<file path="config.mk">
export PLATFORM = sky130hd
export DESIGN_NAME = incremental_pid_speed_loop_top
export DESIGN_NICKNAME = d
export VERILOG_FILES = /design/src/hw/rtl/ipid_pkg.sv /design/src/hw/rtl/ipid_mac.sv /design/src/hw/rtl/ipid_ctrl.sv /design/src/hw/rtl/incremental_pid_speed_loop_top.sv
export SDC_FILE = /design/constraint.sdc
export NUM_CORES = 2
export LEC_CHECK = 0
export ABC_AREA = 1
export BUFFER_PORTS_ARGS = -buffer_cell sky130_fd_sc_hd__buf_2
export CAP_MARGIN = 20
export CORE_ASPECT_RATIO = 1.4
export CORE_MARGIN = 5
export CORE_UTILIZATION = 35
export DETAILED_ROUTE_END_ITERATION = 12
export PLACE_DENSITY_LB_ADDON = 0.2
export SLEW_MARGIN = 40
export SYNTH_ARGS = -nofsm -noshare
export SYNTH_HDL_FRONTEND = slang
export SYNTH_SLANG_ARGS = --single-unit
export TNS_END_PERCENT = 5
</file>
<file path="constraint.sdc">
create_clock -name clk -period 8.5 [get_ports clk]
set_input_delay 1.275 -clock clk [delete_from_list [all_inputs] [get_ports clk]]
set_output_delay 1.275 -clock clk [all_outputs]
set_load 0.03 [all_outputs]
</file>
<file path="src/hw/rtl/ipid_pkg.sv">
`timescale 1ns / 1ps
`default_nettype none

package ipid_pkg;

	localparam int CountW = 16;
	localparam int ScaleW = 17;
	localparam int GainW  = 16;
	localparam int ErrW   = 18;
	localparam int D1W    = 19;
	localparam int D2W    = 20;
	localparam int OpAW   = 20;
	localparam int OpBW   = 18;
	localparam int ProdW  = OpAW + OpBW;
	localparam int SumW   = ProdW + 2;
	localparam int IncW   = SumW - 8;
	localparam int DriveW = 16;
	localparam int IdxW   = 2;
	localparam int CfgW   = 17;

	localparam logic [IdxW-1:0] REG_KP    = 2'd0;
	localparam logic [IdxW-1:0] REG_KI    = 2'd1;
	localparam logic [IdxW-1:0] REG_KD    = 2'd2;
	localparam logic [IdxW-1:0] REG_SCALE = 2'd3;

	localparam logic [ScaleW-1:0] SCALE_ONE = 17'h10000;

	typedef enum logic [2:0] {
		ST_IDLE,
		ST_SCALE,
		ST_ERR,
		ST_KP,
		ST_KI,
		ST_KD,
		ST_ACC
	} state_t;

	typedef enum logic [1:0] {
		MUL_SCALE,
		MUL_KP,
		MUL_KI,
		MUL_KD
	} mul_sel_t;

	typedef struct packed {
		logic     mul_en;
		mul_sel_t mul_sel;
		logic     sum_load;
		logic     sum_add;
		logic     err_load;
		logic     finish;
	} ctrl_t;

endpackage

`default_nettype wire

</file>
<file path="src/hw/rtl/ipid_mac.sv">
`timescale 1ns / 1ps
`default_nettype none

module ipid_mac (
	input  wire                                  clk,
	input  wire  ipid_pkg::ctrl_t                ctrl,
	input  wire  logic signed [ipid_pkg::OpAW-1:0]  op_a,
	input  wire  logic signed [ipid_pkg::OpBW-1:0]  op_b,
	output logic signed [ipid_pkg::ProdW-1:0]       product_q,
	output logic signed [ipid_pkg::SumW-1:0]        sum_q
);
	import ipid_pkg::*;

	always_ff @(posedge clk) begin
		if (ctrl.mul_en) begin
			product_q <= op_a * op_b;
		end
		priority if (ctrl.sum_load) begin
			sum_q <= SumW'(product_q);
		end else if (ctrl.sum_add) begin
			sum_q <= sum_q + SumW'(product_q);
		end
	end

endmodule

`default_nettype wire

</file>
<file path="src/hw/rtl/ipid_ctrl.sv">
`timescale 1ns / 1ps
`default_nettype none

module ipid_ctrl (
	input  wire              clk,
	input  wire              arst_n,
	input  wire              in_valid,
	input  wire              out_free,
	output logic             in_ready,
	output ipid_pkg::ctrl_t  ctrl
);
	import ipid_pkg::*;

	state_t state_q;
	state_t state_d;

	always_ff @(posedge clk or negedge arst_n) begin
		if (!arst_n) begin
			state_q <= ST_IDLE;
		end else begin
			state_q <= state_d;
		end
	end

	always_comb begin
		state_d = state_q;
		unique case (state_q)
			ST_IDLE:  if (in_valid) state_d = ST_SCALE;
			ST_SCALE: state_d = ST_ERR;
			ST_ERR:   state_d = ST_KP;
			ST_KP:    state_d = ST_KI;
			ST_KI:    state_d = ST_KD;
			ST_KD:    state_d = ST_ACC;
			ST_ACC:   if (out_free) state_d = ST_IDLE;
			default:  state_d = ST_IDLE;
		endcase
	end

	always_comb begin
		in_ready      = 1'b0;
		ctrl.mul_en   = 1'b0;
		ctrl.mul_sel  = MUL_SCALE;
		ctrl.sum_load = 1'b0;
		ctrl.sum_add  = 1'b0;
		ctrl.err_load = 1'b0;
		ctrl.finish   = 1'b0;
		unique case (state_q)
			ST_IDLE: in_ready = 1'b1;
			ST_SCALE: begin
				ctrl.mul_en  = 1'b1;
				ctrl.mul_sel = MUL_SCALE;
			end
			ST_ERR: ctrl.err_load = 1'b1;
			ST_KP: begin
				ctrl.mul_en  = 1'b1;
				ctrl.mul_sel = MUL_KP;
			end
			ST_KI: begin
				ctrl.mul_en   = 1'b1;
				ctrl.mul_sel  = MUL_KI;
				ctrl.sum_load = 1'b1;
			end
			ST_KD: begin
				ctrl.mul_en  = 1'b1;
				ctrl.mul_sel = MUL_KD;
				ctrl.sum_add = 1'b1;
			end
			ST_ACC: ctrl.finish = out_free;
			default: in_ready = 1'b0;
		endcase
	end

endmodule

`default_nettype wire

</file>
<file path="src/hw/rtl/incremental_pid_speed_loop_top.sv">
`timescale 1ns / 1ps
`default_nettype none

// Channel  Direction  Handshake              Payload
// s_axis   in         tvalid/tready          tdata: measured_count, speed_ref
// m_axis   out        tvalid/tready          tdata: drive_value; tuser: saturated
// cfg      in         cfg_we (no wait)       cfg_index, cfg_data
//
// Each accepted word passes through one scale multiply, an error step, three gain
// multiplies through the single shared 20x18 multiplier, then the accumulate and
// clamp step. The block takes no new word before it is through with the last one:
// a word is accepted only in idle.
// Reset clears gains, the stored previous errors and drive; the scale resets to 1.0.
// A result held on m_axis stalls the final step; the next word is taken once the
// block is back in idle, even while that result still waits.

module incremental_pid_speed_loop_top (
	input  wire         clk,
	input  wire         arst_n,
	input  wire         s_axis_tvalid,
	output logic        s_axis_tready,
	input  wire  [31:0] s_axis_tdata,   // [15:0] measured_count, [31:16] speed_ref
	output logic        m_axis_tvalid,
	input  wire         m_axis_tready,
	output logic [15:0] m_axis_tdata,   // [15:0] drive_value
	output logic [0:0]  m_axis_tuser,   // [0] saturated
	input  wire         cfg_we,
	input  wire  [ipid_pkg::IdxW-1:0] cfg_index,
	input  wire  [ipid_pkg::CfgW-1:0] cfg_data
);
	import ipid_pkg::*;

	ctrl_t ctrl;
	logic  out_free;

	logic signed [GainW-1:0]  kp_q, ki_q, kd_q;
	logic        [ScaleW-1:0] scale_q;

	logic signed [CountW-1:0] count_q, target_q;
	logic signed [ErrW-1:0]   err_q, e1_q, e2_q;
	logic signed [D1W-1:0]    d1_q;
	logic signed [D2W-1:0]    d2_q;
	logic signed [DriveW-1:0] drive_q;

	logic signed [OpAW-1:0]   op_a;
	logic signed [OpBW-1:0]   op_b;
	logic signed [ProdW-1:0]  product_q;
	logic signed [SumW-1:0]   sum_q;

	logic signed [ProdW-1:0]  scaled_full;
	logic signed [ErrW-1:0]   err_new;
	logic signed [SumW-1:0]   total;
	logic signed [SumW-1:0]   total_rnd;
	logic signed [IncW-1:0]   inc;
	logic signed [IncW:0]     acc_raw;
	logic signed [DriveW-1:0] acc_sat;
	logic                     sat;

	logic out_valid_q;
	logic [DriveW-1:0] out_data_q;
	logic              out_sat_q;

	assign out_free = !out_valid_q || m_axis_tready;

	always_ff @(posedge clk or negedge arst_n) begin
		if (!arst_n) begin
			kp_q    <= '0;
			ki_q    <= '0;
			kd_q    <= '0;
			scale_q <= SCALE_ONE;
		end else if (cfg_we) begin
			unique case (cfg_index)
				REG_KP:    kp_q    <= cfg_data[GainW-1:0];
				REG_KI:    ki_q    <= cfg_data[GainW-1:0];
				REG_KD:    kd_q    <= cfg_data[GainW-1:0];
				REG_SCALE: scale_q <= cfg_data[ScaleW-1:0];
				default:   kp_q    <= kp_q;
			endcase
		end
	end

	ipid_ctrl u_ctrl (
		.clk      (clk),
		.arst_n   (arst_n),
		.in_valid (s_axis_tvalid),
		.out_free (out_free),
		.in_ready (s_axis_tready),
		.ctrl     (ctrl)
	);

	always_ff @(posedge clk) begin
		if (s_axis_tvalid && s_axis_tready) begin
			count_q  <= s_axis_tdata[15:0];
			target_q <= s_axis_tdata[31:16];
		end
	end

	always_comb begin
		op_a = OpAW'(count_q);
		op_b = {1'b0, scale_q};
		unique case (ctrl.mul_sel)
			MUL_SCALE: begin
				op_a = OpAW'(count_q);
				op_b = {1'b0, scale_q};
			end
			MUL_KP: begin
				op_a = OpAW'(d1_q);
				op_b = OpBW'(kp_q);
			end
			MUL_KI: begin
				op_a = OpAW'(err_q);
				op_b = OpBW'(ki_q);
			end
			MUL_KD: begin
				op_a = d2_q;
				op_b = OpBW'(kd_q);
			end
			default: op_a = OpAW'(count_q);
		endcase
	end

	ipid_mac u_mac (
		.clk       (clk),
		.ctrl      (ctrl),
		.op_a      (op_a),
		.op_b      (op_b),
		.product_q (product_q),
		.sum_q     (sum_q)
	);

	assign scaled_full = (product_q + ProdW'(32768)) >>> 16;
	assign err_new     = ErrW'(target_q) - scaled_full[ErrW-1:0];

	always_ff @(posedge clk) begin
		if (ctrl.err_load) begin
			err_q <= err_new;
			d1_q  <= D1W'(err_new) - D1W'(e1_q);
			d2_q  <= D2W'(err_new) - (D2W'(e1_q) <<< 1) + D2W'(e2_q);
		end
	end

	assign total     = sum_q + SumW'(product_q);
	assign total_rnd = (total + SumW'(128)) >>> 8;
	assign inc       = total_rnd[IncW-1:0];
	assign acc_raw   = (IncW+1)'(drive_q) + (IncW+1)'(inc);

	always_comb begin
		acc_sat = acc_raw[DriveW-1:0];
		sat     = 1'b0;
		priority if (acc_raw > (IncW+1)'(32767)) begin
			acc_sat = 16'sh7FFF;
			sat     = 1'b1;
		end else if (acc_raw < -(IncW+1)'(32768)) begin
			acc_sat = 16'sh8000;
			sat     = 1'b1;
		end
	end

	always_ff @(posedge clk or negedge arst_n) begin
		if (!arst_n) begin
			drive_q <= '0;
			e1_q    <= '0;
			e2_q    <= '0;
		end else if (ctrl.finish) begin
			drive_q <= acc_sat;
			e1_q    <= err_q;
			e2_q    <= e1_q;
		end
	end

	always_ff @(posedge clk or negedge arst_n) begin
		if (!arst_n) begin
			out_valid_q <= 1'b0;
		end else if (ctrl.finish) begin
			out_valid_q <= 1'b1;
		end else if (m_axis_tready) begin
			out_valid_q <= 1'b0;
		end
	end

	always_ff @(posedge clk) begin
		if (ctrl.finish) begin
			out_data_q <= acc_sat;
			out_sat_q  <= sat;
		end
	end

	assign m_axis_tvalid   = out_valid_q;
	assign m_axis_tdata    = out_data_q;
	assign m_axis_tuser[0] = out_sat_q;

endmodule

`default_nettype wire

</file>
After elaboration in Yosys (flattened, before gate mapping)
Index checks and enable logic that the tools add are counted.
W data, S select, Z words.
- bits in registers: 305
- input bits: 56
- output and inout port bits: 19
- word-level logic and storage cells: 74
- $add $sub $neg: 8
- multiply operators: 1
- $lt $le $gt $ge: 2
- eq/ne operators: 14
- mux-type cells: 18
- reduce and logical (&&, ||, !) cells: 13
- operators with widths (kind ; number):
    $mux W40 ; 2
    $pmux W20 S4 ; 1
    $pmux W18 S4 ; 1
    $add A40 B38 Y40 ; 1
    $add A40 B9 Y40 const B ; 1
    $mul A20 B18 Y38 ; 1
    $add A34 B17 Y34 const B ; 1
    $add A16 B32 Y33 ; 1
    $gt A33 B16 Y1 const B ; 1
    $lt A33 B16 Y1 const B ; 1
    $mux W16 ; 2
    $pmux W3 S7 ; 1
    $add A20 B18 Y20 ; 1
    $sub A18 B19 Y20 ; 1
    $sub A18 B18 Y19 ; 1
    $sub A18 B18 Y18 ; 1
    $pmux W3 S4 ; 1
    $reduce_and A2 Y1 ; 5
    $eq A3 B3 Y1 const B ; 3
    $eq A2 B2 Y1 const B ; 4
    $mux W1 ; 8
    $eq A3 B2 Y1 const B ; 2
    $mux W3 ; 2
    $eq A2 B1 Y1 const B ; 2
    9 further kinds ; 11

Longest topological paths before layout
- word-level depth: 6
- gate-level depth with buffers: 41

By module
Synthesis repeated with hierarchy kept, for this count alone.
- cells, all modules: 4920
- area, all modules: 37254.5 um2
- by module, submodules not included (module ; instances ; cells an instance ; area an instance (um2) ; sequential area each (um2)):
    ipid_mac ; 1 ; 2701 ; 20168.1 ; 2342.2
    incremental_pid_speed_loop_top ; 1 ; 2187 ; 16869.9 ; 6137.1
    ipid_ctrl ; 1 ; 32 ; 216.5 ; 75.1

Least setup slack after synthesis
Ideal clock, no wire load.
- path kind: flip-flop to flip-flop
- start: register u_ctrl.state_q[2]
- end: register u_mac.product_q[34] in the netlist's numbering, data pin
- library setup time: 260 ps
- arrival: 8344 ps
- path slack: -104 ps
- stages on the path, launching flop included: 33
- buffers on the path: 3
- period minus slack after synthesis: 8604 ps
- cells stage by stage: dfrtp_1 -> buf_2 -> inv_2 -> nor2_1 -> nor2_4 -> inv_2 -> buf_2 -> nand4_1 -> o21ai_1 -> clkbuf_1 -> nor2_1 -> fa_1 -> inv_1 -> fa_1 -> inv_1 -> ha_1 -> inv_1 -> fa_1 -> inv_1 -> fa_1 -> inv_1 -> fa_1 -> inv_1 -> ha_1 -> nand2_1 -> nor4_1 -> nand3_1 -> nand2_1 -> nand2_1 -> nand2_1 -> nand2_1 -> nand2_1 -> xor2_1
- cells in the longest elaborated chain, start to end: 5
- elaborated cells on any way between the ends: 12
- classes of those cells: 1 x mul; 7 x eq/ne; 3 x mux; 1 x reduce/logical
- RTL lines (what ; RTL line ; text):
    start: declaration ; ipid_ctrl.sv:14 ; state_t state_q;
    start signal: assignment ; ipid_ctrl.sv:21 ; state_q <= state_d;
    $eq A3 B3 Y1 (tied with other cells) ; ipid_ctrl.sv:47 ; unique case (state_q)
    $pmux W3 S4 (*) ; ipid_ctrl.sv:47 ;
    $eq A2 B2 Y1 (tied with other cells) ; incremental_pid_speed_loop_top.sv:101 ; unique case (ctrl.mul_sel)
    $pmux W20 S4 / $pmux W18 S4 (equally long branches) ; incremental_pid_speed_loop_top.sv:101 ;
    $mul A20 B18 Y38 (*) ; ipid_mac.sv:16 ; product_q <= op_a * op_b;
    end signal: assignment ; ipid_mac.sv:16 ;
    end: declaration ; ipid_mac.sv:9 ; output logic signed [ipid_pkg::ProdW-1:0] product_q,
Every way passes the cells marked *; elsewhere a longest branch is shown, timed or not.
A chain may end at the register's enable or synchronous reset.

Worst setup path in the final report
- start: register u_ctrl.state_q[2]
- end: register u_mac.product_q[35] in the netlist's numbering, data pin
The elaborated chain is that of the path after synthesis.

==> results.yml <==
run_status:
  status: "finished, final reports clean"
timing:
  min_period_ns: 7.929
  hold_violations: 0
  tightest_slew_ns: 0.8951
  setup_tns_ns: 0
  hold_ws_ns: 0.4820
  finalClockSkew_ns: 0.02107
  fmax_mhz: 126.1
  slew_violations: 0
  setup_viol: 0
  rsz0062_at_grt: "false"
  max_slew_margin: 0.4032
  fin_crit_sh: 0.9329
clock_tree:
  cts_tree: "done"
  ctsHoldBuffers: 0
  cts_sinks: 305
  clock_latency_ns: 0.58
  cts-root-buf: "clkbuf_16"
  cts_buffer_depth: 3
  cts_max_level: 2
  numCtsBuffers: 39
  cts.clk_slew.worst_paths_ns: 0.07
global_routing:
  gr-total-overflow: 0
  grt_usage: 0.2164
  grt_pass1_vias: 30530
  antenna_found_initial: 0
  grt_max_degree: 75
  grt_pass1_wl_mm: 174.0
logic_synthesis:
  synth.most_common_cell: "nand2_1"
  yosys_register_bits: 305
  synth_nets: 5027
  synth_top_area_cell: "fa_1"
  synth_cell_types: 60
  yosysWarnings: 0
  ys.flop_type: "edfxtp_1"
  synth_edf_count: 184
  syn_inst: 4357
  async_reset_ff_frac: 0.3967
  synth.avg_cell_area_sq_um: 7.901
  synth.cell_area_sq_um: 34420
  yosys.area.top_type_share: 0.2227
  synth-seq-area-share: 0.2485
  synth_common_cells: "1112 x nand2_1, 839 x inv_1, 440 x nor2_1, 383 x fa_1, 231 x ha_1"
  synth_area_leaders: "fa_1 22%, edfxtp_1 16%, nand2_1 12%, inv_1 9.1%, dfrtp_1 8.7%"
finish:
  fillers: 10420
  diodes: 0
  area_growth_pct: 10.37
  finish.instance_area_sq_um: 37990
  final_nets: 5128
  drive_gt1_frac: 0.06817
floorplan:
  die_width_um: 275.1
  die_y_um: 381.1
  dieArea_sq_um: 104800
  num_io_pins: 75
  coreArea_sq_um: 98010
  start_util: 0.3512
  rows: 136
place:
  post_dp_cell_area_sq_um: 36680
  place.gp.congestion: 0.9673
  port_buffers: 74
  hpwl_mm: 93.08
routing:
  routedWlPerCell_um: 19.45
  ant_nets: 0
  drt_iter0_drc: 1761
  drt_wl_total_mm: 112.8
  vias_per_cell: 4.948
  firstDrtPassIters: 6
  vias: 28700
  drc: 0
critical_path:
  critPathRequiredTime_ns: 8.81
  start_kind: "register"
  critPathMaxFanout: 16
  critPathArrivalTime_ns: 8.24
  path_class: "reg -> reg"
  cp-end-kind: "register"
hold_path:
  worstHoldPathType: "reg -> reg"
run:
  drv_cap: 0
## critical path, stage by stage, from the launching register on
cell,delay (ns)
dfrtp_1,0.51
inv_2,0.12
nand2_1,0.18
nor2_4,0.08
buf_4,0.19
buf_4,0.23
nand2_1,0.08
and3_1,0.43
nand2_1,0.23
inv_1,0.53
nor2_1,0.15
fa_1,0.56
fa_1,0.44
fa_1,0.56
fa_1,0.55
fa_1,0.55
inv_1,0.05
fa_1,0.52
inv_1,0.04
ha_1,0.34
a21o_1,0.22
a31oi_1,0.25
o21ai_0,0.14
a221oi_1,0.26
nand2_1,0.14
nand2_1,0.08
nand2_1,0.05
xor2_1,0.14
## layout make-up
class | count | area (sq um) | share of cell area
timing repair buffer | 144 | 933.4 | 0.02457
tap | 1311 | 1640 | 0.04317
clock buffer | 43 | 991.0 | 0.02608
multi-input combinational | 3101 | 22310 | 0.5871
clock inverter | 29 | 305.3 | 0.008035
inverter | 867 | 3262 | 0.08585
sequential | 305 | 8557 | 0.2252
## routing by layer
layer  global-route usage  vias up  wire [um]
met5                    0        -          0
met4               0.1198        0       7728
met3              0.02211      275       4339
met2               0.3984      716      58430
met1               0.2416    13970      42280
li1                     -    13730          -
## cells by family (layout without fill, tap and decap cells)
| kind of cell | count (synthesis) | after routing | share of synthesized area |
|---|---|---|---|
| AO/OA/AOI/OAI | 491 | 491 | 0.08026 |
| adder cells (fa/ha/maj) | 614 | 614 | 0.3067 |
| multiplexers | 1 | 1 | 0.0003271 |
| AND/OR/NAND/NOR | 1843 | 1843 | 0.2198 |
| XOR/XNOR | 152 | 152 | 0.03911 |
| flip-flops | 305 | 305 | 0.2485 |
| buffers and inverters | 951 | 1083 | 0.1053 |
## layout by cell type (no fill, tap or decap), types with 11 or more instances in the layout
master,Yosys,final
nor2_1,440,436
a21oi_1,169,167
nor3_1,24,24
a221oi_1,16,14
clkbuf_16,0,39
nand2_1,1112,1112
buf_4,0,67
dfrtp_1,120,118
o21ai_1,13,14
ha_1,231,231
o21a_1,11,11
a22o_1,11,11
inv_2,16,17
clkinv_1,12,19
xor2_1,101,101
nand4_1,56,56
nand3_1,126,125
fa_1,383,383
nand2_2,23,23
edfxtp_1,184,184
inv_1,839,837
nor2_2,18,18
buf_2,33,73
xnor2_1,49,49
nand3b_1,17,17
o21ai_0,213,212
o21bai_1,11,11
## final timing paths
kind	from	endpoint	slack (ns)	cells after the start
max reg2reg	u_ctrl.state_q[2]$_DFFE_PN0P_	u_mac.product_q[35]$_DFFE_PN_	0.57	27
max in group asynchronous	arst_n	drive_q[15]$_DFFE_PN0P_	6.75	2
max	u_ctrl.state_q[2]$_DFFE_PN0P_	u_mac.product_q[35]$_DFFE_PN_	0.57	27
min	scale_q[10]$_DFFE_PN0P_	scale_q[10]$_DFFE_PN0P_	0.48	2
min in group asynchronous	arst_n	kd_q[14]$_DFFE_PN0P_	0.67	1
min reg2reg	scale_q[10]$_DFFE_PN0P_	scale_q[10]$_DFFE_PN0P_	0.48	2
## per-stage QoR
stage	setup slack, ns	instances	utilization
final	0.5706	5800	0.3876
after CTS	0.3943	5799	0.3874
after floorplan	0.6283	4357	-
after detailed placement	0.4022	5727	0.3742
after global routing	0.1403	5800	0.3876
after global placement	0.5255	5725	0.3737
## flip-flops by register name (all words and copies together), names as in the netlist, 3 cells and up
name             count
d2_q                20
scale_q             17
d1_q                19
count_q             16
ki_q                16
drive_q             16
u_mac.sum_q         40
target_q            16
e1_q                18
m_axis_tdata        16
kd_q                16
u_ctrl.state_q       3
err_q               18
u_mac.product_q     38
e2_q                18
kp_q                16
## repair_timing
action / in CTS / in global routing
endpoints found under the setup margin: 0 / 5
resized for setup: 0 / 5
setup buffers: 0 / 1
Power is left out: the tool's default activity adds up to more than one toggle a clock period on the data nets, which glitch-free logic cannot reach.
